`config.mk`:
```
export PLATFORM = sky130hd
export DESIGN_NAME = char_lcd_command_controller_top
export DESIGN_NICKNAME = d
export VERILOG_FILES = /design/src/rtl/clcd_pkg.sv /design/src/rtl/char_lcd_command_controller_top.sv
export SDC_FILE = /design/constraint.sdc
export NUM_CORES = 1
export LEC_CHECK = 0
export BUFFER_PORTS_ARGS = -buffer_cell sky130_fd_sc_hd__buf_2
export CAP_MARGIN = 10
export CORE_ASPECT_RATIO = 0.7
export CORE_MARGIN = 4
export CORE_UTILIZATION = 45
export DETAILED_ROUTE_END_ITERATION = 6
export HOLD_SLACK_MARGIN = 0.03
export PLACE_DENSITY = 0.61
export SYNTH_ARGS = -nofsm -noshare
export SYNTH_HDL_FRONTEND = slang
export SYNTH_SLANG_ARGS = --single-unit
```
`constraint.sdc`:
```
create_clock -name clk_i -period 2.25 [get_ports clk_i]
set_input_delay 0.3375 -clock clk_i [delete_from_list [all_inputs] [get_ports clk_i]]
set_output_delay 0.3375 -clock clk_i [all_outputs]
set_load 0.02 [all_outputs]
```
`src/rtl/clcd_pkg.sv`:
```
`timescale 1ns / 1ps
// Shared types and constants for the character LCD command controller.
// No dependencies; used by the top level, its checker and the testbench.
package clcd_pkg;

  localparam int unsigned Cells       = 20;
  localparam int unsigned LastCell    = Cells - 1;
  localparam int unsigned LineSplit   = 10;
  localparam int unsigned GlyphEntries = 32;

  typedef enum logic [1:0] {
    OP_CMD      = 2'd0,
    OP_DATA     = 2'd1,
    OP_RD_CHAR  = 2'd2,
    OP_RD_GLYPH = 2'd3
  } op_e;

  localparam logic [7:0] CmdSoftReset = 8'h10;

  localparam logic [3:0] FnEntry     = 4'd2;
  localparam logic [3:0] FnStep      = 4'd3;
  localparam logic [3:0] FnUnderline = 4'd4;
  localparam logic [3:0] FnBlink     = 4'd5;
  localparam logic [3:0] FnDisplay   = 4'd6;
  localparam logic [3:0] FnCursor    = 4'd7;
  localparam logic [3:0] FnLines     = 4'd9;

  function automatic logic [4:0] step_cursor(input logic [4:0] cur, input logic left,
                                             input logic two);
    logic [4:0] nxt;
    nxt = cur;
    if (left) begin
      if (cur != 5'd0 && !(two && cur == 5'(LineSplit))) begin
        nxt = cur - 5'd1;
      end
    end else begin
      if (cur < 5'(LastCell) && !(two && cur == 5'(LineSplit - 1))) begin
        nxt = cur + 5'd1;
      end
    end
    return nxt;
  endfunction

endpackage

```
`src/rtl/char_lcd_command_controller_top.sv`:
```
`timescale 1ns / 1ps
// The result is valid in the cycle after its request is accepted.
// Throughput: one request per cycle unless the output stalls, set by the registered read port of the
// character and glyph memories, which doubles as the result register.
// Reset: asynchronous, clears cursor, mode flags, glyph pointers and the
// per-entry valid bits; memory contents stay, entries never written read 0.
module char_lcd_command_controller_top (
  input  logic       clk_i,
  input  logic       rst_ni,
  input  logic       in_valid_i,
  output logic       in_stall_o,
  input  logic [1:0] operation_i,
  input  logic [7:0] write_value_i,
  input  logic [4:0] cell_index_i,
  input  logic [1:0] glyph_index_i,
  input  logic [2:0] glyph_row_index_i,
  output logic       out_valid_o,
  input  logic       out_stall_i,
  output logic [7:0] read_data_o,
  output logic [4:0] cursor_position_o,
  output logic       display_enabled_o,
  output logic       cursor_visible_o,
  output logic       cursor_blinking_o,
  output logic       cursor_underline_style_o,
  output logic       two_line_mode_o,
  output logic       entry_decrements_o
);

  logic [7:0] char_mem [clcd_pkg::Cells];
  logic [4:0] glyph_mem [clcd_pkg::GlyphEntries];

  logic [clcd_pkg::Cells-1:0]        char_vld_q;
  logic [clcd_pkg::GlyphEntries-1:0] glyph_vld_q;

  logic [4:0] cursor_q, cursor_d;
  logic [1:0] gsel_q, gsel_d;
  logic [2:0] grow_q, grow_d;
  logic       entry_q, entry_d;
  logic       two_q, two_d;
  logic       uline_q, uline_d;
  logic       blink_q, blink_d;
  logic       disp_q, disp_d;
  logic       curs_q, curs_d;
  logic       out_valid_q, out_valid_d;

  logic [7:0] char_rd_q;
  logic [4:0] glyph_rd_q;
  logic       rd_vld_q;
  logic       rd_glyph_q;

  logic             accept;
  clcd_pkg::op_e    op;
  logic [7:0]       v;
  logic [5:0]       set_pos;
  logic             char_we;
  logic             glyph_we;
  logic [4:0]       glyph_waddr;
  logic [4:0]       glyph_raddr;
  logic             cell_ok;

  assign in_stall_o  = out_valid_q && out_stall_i;
  assign accept      = in_valid_i && !in_stall_o;
  assign op          = clcd_pkg::op_e'(operation_i);
  assign v           = write_value_i;
  assign set_pos     = {1'b0, v[4:0]} + (v[6] ? 6'(clcd_pkg::LineSplit) : 6'd0);
  assign glyph_waddr = {gsel_q, grow_q};
  assign glyph_raddr = {glyph_index_i, glyph_row_index_i};
  assign cell_ok     = cell_index_i < 5'(clcd_pkg::Cells);
  assign char_we     = accept && op == clcd_pkg::OP_DATA;
  assign glyph_we    = accept && op == clcd_pkg::OP_CMD && !v[7] && v[6];

  always_comb begin
    cursor_d = cursor_q;
    gsel_d   = gsel_q;
    grow_d   = grow_q;
    entry_d  = entry_q;
    two_d    = two_q;
    uline_d  = uline_q;
    blink_d  = blink_q;
    disp_d   = disp_q;
    curs_d   = curs_q;
    if (accept) begin
      case (op)
        clcd_pkg::OP_CMD: begin
          if (v[7]) begin
            cursor_d = (set_pos > 6'(clcd_pkg::LastCell)) ? 5'(clcd_pkg::LastCell)
                                                           : set_pos[4:0];
          end else if (v[6]) begin
            grow_d = grow_q + 3'd1;
          end else if (v[5]) begin
            gsel_d = v[1:0];
            grow_d = 3'd0;
          end else if (v == clcd_pkg::CmdSoftReset) begin
            cursor_d = 5'd0;
            gsel_d   = 2'd0;
            grow_d   = 3'd0;
            entry_d  = 1'b0;
            two_d    = 1'b0;
            uline_d  = 1'b0;
            blink_d  = 1'b0;
            disp_d   = 1'b0;
          end else begin
            case (v[4:1])
              clcd_pkg::FnEntry:     entry_d  = v[0];
              clcd_pkg::FnStep:      cursor_d = clcd_pkg::step_cursor(cursor_q, v[0], two_q);
              clcd_pkg::FnUnderline: uline_d  = v[0];
              clcd_pkg::FnBlink:     blink_d  = v[0];
              clcd_pkg::FnDisplay:   disp_d   = v[0];
              clcd_pkg::FnCursor:    curs_d   = v[0];
              clcd_pkg::FnLines:     two_d    = v[0];
              default: ;
            endcase
          end
        end
        clcd_pkg::OP_DATA: begin
          cursor_d = clcd_pkg::step_cursor(cursor_q, entry_q, two_q);
        end
        default: ;
      endcase
    end
  end

  always_comb begin
    out_valid_d = out_valid_q;
    if (accept) begin
      out_valid_d = 1'b1;
    end else if (!out_stall_i) begin
      out_valid_d = 1'b0;
    end
  end

  always_ff @(posedge clk_i or negedge rst_ni) begin
    if (!rst_ni) begin
      cursor_q    <= '0;
      gsel_q      <= '0;
      grow_q      <= '0;
      entry_q     <= 1'b0;
      two_q       <= 1'b0;
      uline_q     <= 1'b0;
      blink_q     <= 1'b0;
      disp_q      <= 1'b0;
      curs_q      <= 1'b0;
      out_valid_q <= 1'b0;
      char_vld_q  <= '0;
      glyph_vld_q <= '0;
      rd_vld_q    <= 1'b0;
      rd_glyph_q  <= 1'b0;
    end else begin
      cursor_q    <= cursor_d;
      gsel_q      <= gsel_d;
      grow_q      <= grow_d;
      entry_q     <= entry_d;
      two_q       <= two_d;
      uline_q     <= uline_d;
      blink_q     <= blink_d;
      disp_q      <= disp_d;
      curs_q      <= curs_d;
      out_valid_q <= out_valid_d;
      if (char_we) begin
        char_vld_q[cursor_q] <= 1'b1;
      end
      if (glyph_we) begin
        glyph_vld_q[glyph_waddr] <= 1'b1;
      end
      if (accept) begin
        rd_glyph_q <= op == clcd_pkg::OP_RD_GLYPH;
        case (op)
          clcd_pkg::OP_RD_CHAR:  rd_vld_q <= cell_ok && char_vld_q[cell_index_i];
          clcd_pkg::OP_RD_GLYPH: rd_vld_q <= glyph_vld_q[glyph_raddr];
          default:               rd_vld_q <= 1'b0;
        endcase
      end
    end
  end

  // Character memory: write at cursor, registered read
  always_ff @(posedge clk_i) begin
    if (char_we) begin
      char_mem[cursor_q] <= v;
    end
    if (accept && op == clcd_pkg::OP_RD_CHAR && cell_ok) begin
      char_rd_q <= char_mem[cell_index_i];
    end
  end

  // Glyph memory: write at loader pointer, registered read
  always_ff @(posedge clk_i) begin
    if (glyph_we) begin
      glyph_mem[glyph_waddr] <= v[4:0];
    end
    if (accept && op == clcd_pkg::OP_RD_GLYPH) begin
      glyph_rd_q <= glyph_mem[glyph_raddr];
    end
  end

  assign out_valid_o              = out_valid_q;
  assign read_data_o              = !rd_vld_q  ? 8'd0 :
                                    rd_glyph_q ? {3'd0, glyph_rd_q} : char_rd_q;
  assign cursor_position_o        = cursor_q;
  assign display_enabled_o        = disp_q;
  assign cursor_visible_o         = curs_q;
  assign cursor_blinking_o        = blink_q;
  assign cursor_underline_style_o = uline_q;
  assign two_line_mode_o          = two_q;
  assign entry_decrements_o       = entry_q;

endmodule

```
Word level (Yosys, flattened, before mapping)
Memory sizes are Yosys's and may differ from the RTL's. A register that Yosys moved wholly into a read port is not among the register bits.
Cells that the tools add are included.
W data, S select, Z words.
- add/sub/neg operators: 4
- order comparisons: 9
- equal/unequal tests: 17
- mux-type cells: 44
- bitwise logic cells: 6
- reductions and logical operators: 39
- operators by type and width (kind ; number):
    $mux W5 ; 10
    $or A32 B32 Y32 ; 1
    $reduce_and A6 Y1 ; 5
    $lt A5 B6 Y1 const B ; 4
    $mux W1 ; 20
    $or A20 B20 Y20 ; 1
    $eq A4 B3 Y1 const B ; 4
    $logic_and A1 B1 Y1 ; 16
    $mux W8 ; 2
    $reduce_bool A2 Y1 ; 7
    $bmux W1 S5 ; 2
    $demux W1 S5 ; 2
    $eq A5 B4 Y1 const B ; 2
    $ge A5 B1 Y1 const B ; 2
    $lt A5 B5 Y1 const B ; 2
    $pmux W5 S2 ; 1
    $reduce_and A5 Y1 ; 2
    $mux W3 ; 3
    $eq A4 B2 Y1 const B ; 2
    $eq A8 B5 Y1 const B ; 1
    $reduce_and A7 Y1 ; 1
    $add A5 B4 Y6 ; 1
    $gt A6 B5 Y1 const B ; 1
    $ne A3 B3 Y1 const B ; 2
    17 further kinds ; 25
- register bits after elaboration: 71
- RAM bits: 320
- input bits: 24
- output and inout bits: 21
- word-level logic and storage cells: 135
- memories: 2
- memories (memory ; words ; width ; rd ports ; clocked after memory_dff ; write ports ; line ; source):
    char_mem ; 20 ; 8 ; 1 ; 1 ; 1 ; char_lcd_command_controller_top.sv:29 ; logic [7:0] char_mem [clcd_pkg::Cells];
    glyph_mem ; 32 ; 5 ; 1 ; 1 ; 1 ; char_lcd_command_controller_top.sv:30 ; logic [4:0] glyph_mem [clcd_pkg::GlyphEntries];

Longest topological paths before layout
- word-level depth: 12
- depth in mapped cells: 8
- gate-level depth less buffers: 7

Worst setup path after synthesis
No wires, ideal clock.
- kind: input-to-reg
- start: in glyph_row_index_i[1]
- end: reg glyph_rd_q[0] (read register of glyph_mem), data pin
- library setup time: 0.260 ns
- arrival: 1.988 ns
- required time: 1.990 ns
- path slack: 0.002 ns
- stages on the path: 5
- path buffers: 2
- cells stage by stage: buf_2 > clkbuf_1 > mux4_2 > mux4_2 > mux2_2
- RTL lines (element ; line ; source):
    start: declaration ; char_lcd_command_controller_top.sv:16 ; input logic [2:0] glyph_row_index_i,
    end: declaration ; char_lcd_command_controller_top.sv:47 ; logic [4:0] glyph_rd_q;

Worst setup path in the final report
- start: reg cursor_q[1] (netlist: cursor_position_o[1])
- end: reg cursor_q[1] (netlist: cursor_position_o[1])
- cells in the longest elaborated chain, start to end: 12
- elaborated cells between the ends (all ways): 22
- classes of those cells: add/sub (2); order compare (1); eq/ne (2); mux (10); reduce/logical (7)
- RTL lines (element ; line ; source):
    start: declaration ; char_lcd_command_controller_top.sv:35 ; logic [4:0] cursor_q, cursor_d;
    start signal: assignment ; char_lcd_command_controller_top.sv:149 ; cursor_q <= cursor_d;
    branches (longest 11 deep; another with $lt A5 B5 Y1) ; n/a ;
    $pmux W5 S2 (*) ; char_lcd_command_controller_top.sv:83 ; case (op)
Mark *: on every way between the ends. The select of a mux whose other input is x is not followed.
A chain may end at the register's enable or synchronous reset.

==> impl_metrics.json <==
{
  "fin_nets": 1092,
  "status": "finished, final reports clean",
  "overflow": 0,
  "tns_ns": 0,
  "setup_viol": 0,
  "grt_pass1_wl_mm": 59.8,
  "crit_path_start_kind": "flop",
  "drt_first_pass_iters": 5,
  "fin_util_pct": 54.5,
  "post-route-min-period_ns": 2.20,
  "yosys_warnings": 0,
  "grt_pass1_vias": 8891,
  "numCtsBuffers": 39,
  "clockBufferDepth": 3,
  "setup.worst_path.class": "flop to flop",
  "vias": 8973,
  "ys_seq_elements": 404,
  "cts_root_buffer": "clkbuf_16",
  "ir_drop_uv": 764,
  "antenna_found_initial": 2,
  "drive_above_1_share_pct": 37.8,
  "cp_data_required_time_ns": 2.65,
  "core_area_sq_um": 36300,
  "synth_cells": 894,
  "seq_area_sq_um": 11800,
  "initial_utilization_pct": 46.1,
  "relSlewSlack_pct": 58.4,
  "die_w_microns": 238,
  "synth_flop_cell": "edfxtp_1",
  "final_max_slew_viol_count": 0,
  "synth.avg_cell_area_sq_um": 18.7,
  "clk_latency_ns": 0.54,
  "syn_to_final_growth_pct": 18.3,
  "p_per_area_nw_per_um2": 887,
  "p_leak_nw": 7.18,
  "drc": 0,
  "maxCapViolations": 0,
  "cts_resized": 0,
  "post-route-period-util_pct": 97.9,
  "grt_use_total_pct": 20.0,
  "vias_per_cell": 5.73,
  "synth-edff-count": 333,
  "num_antenna_cells": 0,
  "clk_pin_slew_worst_paths_ns": 0.06,
  "rows": 58,
  "worst_slew_pin_slew_ns": 0.623,
  "multi_input_comb_area_sq_um": 4690,
  "ys_types": 64,
  "ioPinCount": 45,
  "dp_hpwl_mm": 26.8,
  "die_h_microns": 169,
  "wire_per_inst_microns": 25.5,
  "arrival_ns": 2.61,
  "dr.first_iter.drc_count": 1034,
  "async_reset_ff_share_pct": 17.6,
  "hold_viol_final": 0,
  "rsz0062_at_grt": "false",
  "synthesis.nets": 930,
  "die_area_sq_um": 40400,
  "clock_skew_ns": 0.0233,
  "wirelength_mm": 39.9,
  "ys_seq_area_share_pct": 70.4,
  "h-tree-depth": 2,
  "routabilityCongestion": 0.816,
  "fmax_ghz": 0.454,
  "ant_nets": 0,
  "hold_class": "primary input to flop",
  "grt_max_degree": 53,
  "synth_area_sq_um": 16700,
  "portBuffers": 44,
  "cts.sinks": 404,
  "worstPathMaxFanout": 4,
  "fillers": 2837,
  "cts_tree": "built",
  "cp-end-kind": "flop"
}
[timing repair]
item,4_1_cts,5_1_grt
buffers inserted,0,0
endpoints found under the hold margin,35,0
hold buffers,2,0
[metal layers]
metal	up-vias	routed length [microns]	share of wire, %	track usage, %
li1	3900	-	-	-
met1	4700	19400	49	33.8
met2	335	16400	41	26.7
met3	38	3650	9.2	4.82
met4	0	461	1.2	3.08
met5	-	0	0	0
[state kept, by name, summed over array words and instances, names as in the netlist]
signal	count
gsel_q	2
glyph_rd_q	5
display_enabled_o	1
grow_q	3
glyph_mem	160
out_valid_o	1
glyph_vld_q	32
rd_vld_q	1
two_line_mode_o	1
char_vld_q	20
cursor_visible_o	1
char_mem	160
entry_decrements_o	1
char_rd_q	8
cursor_underline_style_o	1
cursor_position_o	5
rd_glyph_q	1
cursor_blinking_o	1
[cells in the mapped netlist, drive strengths merged (3+ instances only)]
| cell type | n | area, sq um |
|---|---|---|
| inv | 8 | 30.0 |
| a211o | 3 | 26.3 |
| a311oi | 3 | 43.8 |
| mux2i | 20 | 200 |
| clkbuf | 24 | 90.1 |
| a31oi | 7 | 43.8 |
| and2 | 6 | 37.5 |
| nand3b | 6 | 45.0 |
| nand3 | 9 | 45.0 |
| or3b | 3 | 26.3 |
| a21oi | 5 | 25.0 |
| a211oi | 6 | 45.0 |
| nand2b | 6 | 37.5 |
| nor3b | 4 | 30.0 |
| dfrtp | 71 | 1780 |
| o21ai | 15 | 78.8 |
| buf | 19 | 136 |
| mux4 | 109 | 2450 |
| or2 | 53 | 332 |
| nor3 | 4 | 20.0 |
| ha | 12 | 150 |
| nor2b | 11 | 68.8 |
| edfxtp | 333 | 10000 |
| nor2 | 69 | 262 |
| or3 | 3 | 18.8 |
| nand2 | 21 | 78.8 |
| mux2 | 23 | 259 |
[report_power, final]
part / total [W] / leakage [nW] / internal (W) / switching, W
clock: 0.00696 / 0.670 / 0.00417 / 0.00279
combinational: 0.00205 / 2.56 / 0.000909 / 0.00114
sequential: 0.00852 / 3.94 / 0.00838 / 0.000148
[critical path: stages, from the launching register on]
cell and delay (ns):
dfrtp_1 0.38, inv_1 0.14, ha_1 0.31, nand2b_1 0.13, a211oi_1 0.46, and3_1 0.22, o31ai_1 0.07, a222oi_1 0.38
[per-stage QoR]
| stage | total power, W | instance area, sq um | hold slack [ns] | setup slack [ns] | instances |
|---|---|---|---|---|---|
| floorplan | 0.00994 | 16700 | 0.0419 | 0.00184 | 894 |
| global placement | 0.0107 | 18400 | 0.383 | -0.0608 | 1493 |
| detailed placement | 0.0107 | 18400 | 0.393 | -0.0720 | 1493 |
| CTS | 0.0177 | 19800 | 0.152 | 0.102 | 1566 |
| global route | 0.0182 | 19800 | 0.187 | 0.00145 | 1566 |
| finish | 0.0175 | 19800 | 0.172 | 0.0470 | 1566 |
[layout make-up]
class	instances	share of cell area [%]
Timing Repair Buffer	164	6.59
Sequential cell	404	59.5
Inverter	8	0.152
Clock inverter	22	1.40
Tap cell	480	3.04
Clock buffer	49	5.55
Multi-Input combinational cell	439	23.7
[worst paths after layout]
kind | from | to | slack [ns] | depth (start not counted)
max | cursor_position_o[1] | cursor_position_o[1] | 0.05 | 7
min reg2reg | glyph_vld_q[5] | glyph_vld_q[5] | 0.46 | 1
min in group asynchronous | rst_ni | char_vld_q[0] | 0.36 | 2
min | out_stall_i | out_valid_o | 0.17 | 3
max in group asynchronous | rst_ni | cursor_position_o[2] | 1.26 | 3
max reg2reg | cursor_position_o[1] | cursor_position_o[1] | 0.05 | 7
[layout by cell type (no fill, tap or decap), types with 8 or more instances in the layout]
master,instances
mux4_2,109
nand2_1,21
inv_1,8
o21ai_0,14
mux2i_1,20
nor2_1,68
buf_2,43
buf_12,14
nor2b_1,11
ha_1,12
or2_2,46
edfxtp_1,333
clkbuf_16,42
nand3_1,9
buf_4,105
dfrtp_1,71
mux2_2,23
[cells by family after synthesis]
kind of cell | share of synthesized area [%]
flip-flops | 70.4
AND/OR/NAND/NOR | 6.64
multiplexers | 17.4
AO/OA/AOI/OAI | 2.99
buffers and inverters | 1.53
adder cells (fa/ha/maj) | 0.898
XOR/XNOR | 0.105
No activity file was read; power rests on OpenSTA's default activity.
